File: config.mk
export PLATFORM = sky130hd
export DESIGN_NAME = gae_div
export DESIGN_NICKNAME = d
export VERILOG_FILES = /design/src/design/gae_pkg.sv /design/src/design/gae_div.sv
export SDC_FILE = /design/constraint.sdc
export NUM_CORES = 1
export LEC_CHECK = 0
export BUFFER_PORTS_ARGS = -buffer_cell sky130_fd_sc_hd__buf_2
export CORE_MARGIN = 4
export CORE_UTILIZATION = 50
export DETAILED_ROUTE_END_ITERATION = 8
export HOLD_SLACK_MARGIN = 0.08
export PLACE_DENSITY = 0.73
export SYNTH_ARGS = -nofsm -noshare
export SYNTH_HDL_FRONTEND = slang
export SYNTH_SLANG_ARGS = --single-unit
File: constraint.sdc
create_clock -name clk_i -period 3 [get_ports clk_i]
set_input_delay 0.45 -clock clk_i [delete_from_list [all_inputs] [get_ports clk_i]]
set_output_delay 0.45 -clock clk_i [all_outputs]
set_load 0.03 [all_outputs]
File: src/design/gae_pkg.sv
// ----------------------------------------------------------------------------
// gae_pkg
// Shared constants, types and arithmetic helpers for the GAE normalizer.
// ----------------------------------------------------------------------------
package gae_pkg;

  localparam int unsigned MAX_STEPS = 4096;
  localparam int unsigned AW        = $clog2(MAX_STEPS);
  localparam int unsigned CW        = AW + 1;

  localparam logic [15:0] DISCOUNT_RST    = 16'd64881;
  localparam logic [15:0] TRACE_DECAY_RST = 16'd62259;

  localparam logic [1:0] CFG_DISCOUNT    = 2'd0;
  localparam logic [1:0] CFG_TRACE_DECAY = 2'd1;

  localparam logic [1:0] ST_OK    = 2'd0;
  localparam logic [1:0] ST_NONE  = 2'd1;
  localparam logic [1:0] ST_RANGE = 2'd2;

  localparam logic FUNC_LOAD = 1'b0;

  typedef struct packed {
    logic        start;
    logic [63:0] dividend;
    logic [31:0] divisor;
  } div_req_t;

  // q16.16 times q0.16 product, rounded half up back to q16.16
  function automatic logic signed [32:0] mul_round(input logic signed [48:0] p);
    logic signed [48:0] s;
    s = p + 49'sd32768;
    return s[48:16];
  endfunction

  function automatic logic signed [31:0] sat32(input logic signed [35:0] x);
    if (x > 36'sd2147483647) begin
      return 32'sh7fffffff;
    end else if (x < -36'sd2147483648) begin
      return 32'sh80000000;
    end
    return x[31:0];
  endfunction

endpackage

File: src/design/gae_div.sv
// ----------------------------------------------------------------------------
// gae_div
// Restoring unsigned divider for a 64-bit dividend, one quotient bit per cycle.
// ----------------------------------------------------------------------------
module gae_div (
  input  logic               clk_i,
  input  logic               rst_ni,
  input  gae_pkg::div_req_t  req_i,
  output logic               done_o,
  output logic [63:0]        quot_o
);

  logic        busy_q;
  logic [6:0]  cnt_q;
  logic [32:0] rem_q;
  logic [63:0] quo_q;
  logic [31:0] dvs_q;
  logic        done_q;
  logic [32:0] rem_sh;
  logic [32:0] rem_sub;
  logic        fits;

  assign rem_sh  = {rem_q[31:0], quo_q[63]};
  assign fits    = rem_sh >= {1'b0, dvs_q};
  assign rem_sub = rem_sh - {1'b0, dvs_q};

  always_ff @(posedge clk_i or negedge rst_ni) begin
    if (!rst_ni) begin
      busy_q <= 1'b0;
      done_q <= 1'b0;
      cnt_q  <= '0;
      rem_q  <= '0;
      quo_q  <= '0;
      dvs_q  <= '0;
    end else begin
      done_q <= 1'b0;
      if (req_i.start) begin
        busy_q <= 1'b1;
        cnt_q  <= '0;
        rem_q  <= '0;
        quo_q  <= req_i.dividend;
        dvs_q  <= req_i.divisor;
      end else if (busy_q) begin
        rem_q <= fits ? rem_sub : rem_sh;
        quo_q <= {quo_q[62:0], fits};
        cnt_q <= cnt_q + 7'd1;
        if (cnt_q == 7'd63) begin
          busy_q <= 1'b0;
          done_q <= 1'b1;
        end
      end
    end
  end

  assign done_o = done_q;
  assign quot_o = quo_q;

endmodule

==> After elaboration in Yosys (flattened, before gate mapping) <==
Cells that the tools add are included.
{ "word_totals": {"reg_bits": 137, "input_bits": 99, "out_inout_bits": 65, "wordCells": 24} }
{ "classes": {"n_addsub": 2, "order_cmp": 1, "n_eq_ne": 1, "n_mux": 13, "reduce_logical": 1} }
{ "ops": {"columns": ["cell", "n"], "rows": [
  ["64-bit two-way mux", 2],
  ["32-bit two-way mux", 3],
  ["33-bit by 32-bit greater-or-equal comparator with 1-bit output", 1],
  ["32-bit subtractor", 1],
  ["7-bit two-way mux", 2],
  ["7-bit by 1-bit adder with 7-bit output (second input constant)", 1],
  ["7-bit by 6-bit equality test with 1-bit output (second input constant)", 1],
  ["1-bit two-way mux", 6],
  ["2-bit nonzero test", 1]
]} }

==> Logic depth before layout (Yosys ltp) <==
{ "logic_depth": {"word_depth": 4, "ltp_mapped": 14, "mapped_depth_nobuf": 12} }

==> Worst setup path after synthesis <==
OpenSTA, ideal clock, no wires.
{ "synth_path": {"path_kind": "register to register", "start": "register rem_q[20]", "end": "register rem_q[28]", "setup_ns": 0.135, "arrival_time_ns": 2.996, "t_required_ns": 2.865, "path_slack_ns": -0.131, "stages_incl_launch_ff": 14, "path_buffers": 4, "period_less_slack_ns": 3.131, "cell_sequence": "dfrtp_1 > ha_1 > buf_2 > nand4_4 > or4_4 > a2111oi_4 > a221o_2 > o21ai_2 > o41a_1 > buf_2 > buf_6 > buf_2 > a41oi_2 > o41ai_2"} }
{ "synth_via": {"elab_chain_cells": 4, "word_cells_on_any_way": 5, "cone_classes": "add/sub: 1; order compare: 1; mux: 3"} }
{ "synth_rtl": {"columns": ["element", "line_no", "source"], "rows": [
  ["from (decl)", "gae_div.sv:15", "logic [32:0] rem_q;"],
  ["from (signal assigned)", "gae_div.sv:44", "rem_q <= fits ? rem_sub : rem_sh;"],
  ["32-bit subtractor / 33-bit by 32-bit greater-or-equal comparator with 1-bit output (equally long branches)", "gae_div.sv:25, gae_div.sv:24", null],
  ["32-bit two-way mux (*)", "gae_div.sv:44", null],
  ["32-bit two-way mux (*)", "gae_div.sv:43", "end else if (busy_q) begin"],
  ["32-bit two-way mux (*)", "gae_div.sv:37", "if (req_i.start) begin"]
]} }
Mark *: on every way between the ends. The rest lies on a longest branch, timed or not. The select of a mux whose other input is x is not followed.
A chain may end at the register's enable or synchronous reset.

==> Worst setup path in the final report <==
{ "layout_path": {"start": "register rem_q[21]", "end": "register rem_q[12]"} }
{ "layout_via": {"elab_chain_cells": 4} }
{ "layout_rtl": {"columns": ["element", "line_no", "source"], "rows": [
  ["33-bit by 32-bit greater-or-equal comparator with 1-bit output", "gae_div.sv:24", "assign fits = rem_sh >= {1'b0, dvs_q};"],
  ["32-bit two-way mux", "gae_div.sv:44", null],
  ["32-bit two-way mux", "gae_div.sv:43", null],
  ["32-bit two-way mux", "gae_div.sv:37", null]
]} }
No other way between the ends. The select of a mux whose other input is x is not followed.

==> flow_summary.yaml <==
synthesis:
  syn_area_per_cell_um2: 8.98
  synth-main-ff-cell: "dfrtp_1"
  synth_top_area_cell: "dfrtp_1"
  synthArstFlopShare_pct: 100
  yosysWarnings: 0
  ys_seq_elements: 137
  synth_seq_area_share_pct: 43.5
  syn-cell-area_mm2: 0.00788
  synth_edf_count: 0
  synth.distinct_cells: 59
  netlist_instances: 878
  yosysTopAreaCellShare_pct: 43.5
  synthTopCellsByArea: "dfrtp_1, mux2i_1, o21ai_0"
  synth_fp_nets: 1011
die:
  ios: 164
  core_area_mm2: 0.0153
  die_x_um: 134
  die_area_mm2: 0.0178
  die_h_um: 134
  initial_core_util_pct: 51.5
  row_count: 45
layout:
  layout.cells.most_common_list: "buf_2, nand2_1, dfrtp_1, o21ai_0, mux2i_1"
  drive_above_1_share_pct: 28.5
  antenna_cells: 0
  fin_util_pct: 66.4
  nFillCells: 1272
  area.growth.synth_to_final_pct: 29.1
  final_common_cell: "buf_2"
  nNetsFinal: 1211
drt:
  wl_per_cell_um: 15.5
  ant_nets: 0
  drt_iter0_markers: 423
  drt_wl_total_mm: 20.2
  vias: 6989
  drc_errors: 0
  drt_first_pass_iters: 7
  routed_via_density: 5.37
cts:
  clk_pin_slew_ns: 0.06
  clk_latency_ns: 0.42
  cts_buffers: 17
  cts_buffer_depth: 2
  clkSinkCount: 137
  htree_levels: 4
  cts_tree: "built"
  cts-root-buf: "clkbuf_16"
  cts.hold.buffers_added: 0
placed_design:
  routabilityCongestion: 0.873
  portBuffers: 163
  dp_hpwl_mm: 14.2
worst_setup_path:
  worstPathRequired_ns: 3.29
  start_kind: "flip-flop"
  r2r_end: "rem_q[12]$_DFFE_PN0P_"
  r2r-start: "rem_q[21]$_DFFE_PN0P_"
  crit_type: "reg2reg"
  r2r_slack_ns: -0.008
  reg2regPathDepth: 11
  cp_max_fo: 15
  cp-end-kind: "flip-flop"
  arrival_ns: 3.30
timing:
  rsz0062_at_grt: "yes"
  timing.final.crit_share_pct: 100
  timing.fmax_ghz: 0.332
  hold_violations: 0
  tightest_slew_ns: 0.896
  finalWorstSetupSlack_ns: -0.00793
  max_slew_margin_pct: 40.3
  maxSlewViolCount: 0
  whs_ns: 0.118
  finalSetupViolCount: 2
  finClkSkew_ns: 0.00860
  period_needed_ns: 3.01
run_status:
  violations: "negative setup slack"
  status: "finished, violations left"
pwr:
  pwr-share-seq_pct: 26.1
  power.density_mw_per_mm2: 907
  p_leak_uw: 0.00541
  switching_share_pct: 38.2
  vdd_drop_max_mv: 0.515
  power_frac_comb_pct: 50.4
  power_switching_uw: 3520
  clockPowerShare_pct: 23.5
  internal_power_uw: 5710
global_routing:
  grt_pass1_vias: 6796
  antenna_found_initial: 0
  track_usage_pct: 22.2
  grt_overflow: 0
  grt_first_pass_wirelength_mm: 32.8
  grt_max_degree: 97
job:
  drv_cap: 0
worst_hold_path:
  min_path_type: "in2async"
## how the worst max path moves through the flow
stage	end	cells after the start	start	slack (ns)
floorplan	rem_q[24]$_DFFE_PN0P_	11	quot_o[63]$_DFFE_PN0P_	0.01
global placement	rem_q[6]$_DFFE_PN0P_	10	rem_q[6]$_DFFE_PN0P_	-0.0003
detailed placement	rem_q[6]$_DFFE_PN0P_	10	rem_q[6]$_DFFE_PN0P_	-0.08
CTS	rem_q[24]$_DFFE_PN0P_	11	quot_o[63]$_DFFE_PN0P_	0.002
global route	rem_q[1]$_DFFE_PN0P_	11	rem_q[21]$_DFFE_PN0P_	-0.09
finish	rem_q[12]$_DFFE_PN0P_	11	rem_q[21]$_DFFE_PN0P_	-0.008
## timing repair
action,CTS,global route
setup endpoints to repair,15,32
gates cloned,1,0
setup buffers,6,4
pin swaps,4,14
resized for setup,9,31
## Yosys cell counts, types with 7 or more instances
| cell type | count |
|---|---|
| dfrtp_1 | 137 |
| a21oi_1 | 48 |
| a21o_1 | 9 |
| clkbuf_1 | 37 |
| nand2_1 | 137 |
| xor2_1 | 10 |
| a211oi_1 | 25 |
| nand3_1 | 10 |
| ha_1 | 33 |
| nand4_1 | 8 |
| inv_1 | 45 |
| nor3_1 | 7 |
| nor2_1 | 67 |
| xnor2_1 | 18 |
| nor2b_1 | 7 |
| buf_2 | 10 |
| o21ai_0 | 120 |
| mux2i_1 | 78 |
## worst max-delay path: stages (launching register included)
cell,delay [ns]
dfrtp_1,0.41
ha_4,0.30
nand4_4,0.11
or4_4,0.55
a2111oi_4,0.19
a221o_2,0.19
o21ai_2,0.07
o41a_4,0.41
buf_12,0.18
mux2_2,0.28
mux2i_1,0.13
nor2_1,0.05
## sequential cells by signal (all words and copies together) (netlist names)
name and count:
quot_o 64, rem_q 32, busy_q 1, done_o 1, dvs_q 32, cnt_q 7
## metrics by stage
step                setup slack (ns)  setup TNS, ns  total power (uW)  std cells  cell area, um2
floorplan                     0.0134              0              5220        878            7910
global placement           -0.000318      -0.000318              6440       1259            9260
detailed placement           -0.0787         -0.307              6510       1259            9260
CTS                          0.00218              0              8980       1298           10000
global route                 -0.0933         -0.895              9820       1302           10200
finish                      -0.00793        -0.0119              9230       1302           10200
## logic make-up after synthesis
logic type | after synthesis | share of synthesized area [%]
AOI/OAI and AO/OA | 243 | 18.7
xor gates and xnor gates | 28 | 3.11
adders and majority gates | 34 | 5.49
buffers and inverters | 100 | 5.06
DFF | 137 | 43.5
muxes | 81 | 10.3
and+or+nand+nor | 255 | 13.8
## cell type report
cell class | instances | area, um2 | share of cell area, %
inverters | 45 | 169 | 1.66
multi-input cells | 641 | 4240 | 41.7
clock inverters | 12 | 163 | 1.60
clock buffers | 20 | 457 | 4.49
well taps | 211 | 264 | 2.59
repair buffers | 236 | 1450 | 14.2
flip-flops and latches | 137 | 3430 | 33.7
## layer usage
metal / vias to the layer above / part of all wire, % / global-route usage [%]
met1: 3309 / 45 / 29.6
met2: 184 / 49 / 36.3
met5: - / 0 / 0
met3: 33 / 4.1 / 3.85
met4: 0 / 2.1 / 8.74
li1: 3463 / - / -
## power by group through the flow
| stage | clock, uW | combinational [uW] | sequential, uW |
|---|---|---|---|
| after global routing | 2290 | 5080 | 2440 |
| after detailed placement | 0 | 4090 | 2410 |
| final | 2170 | 4650 | 2410 |
| after floorplan | 0 | 2680 | 2540 |
| after global placement | 0 | 4040 | 2400 |
| after CTS | 2210 | 4370 | 2400 |
No activity file was read; power rests on OpenSTA's default activity.
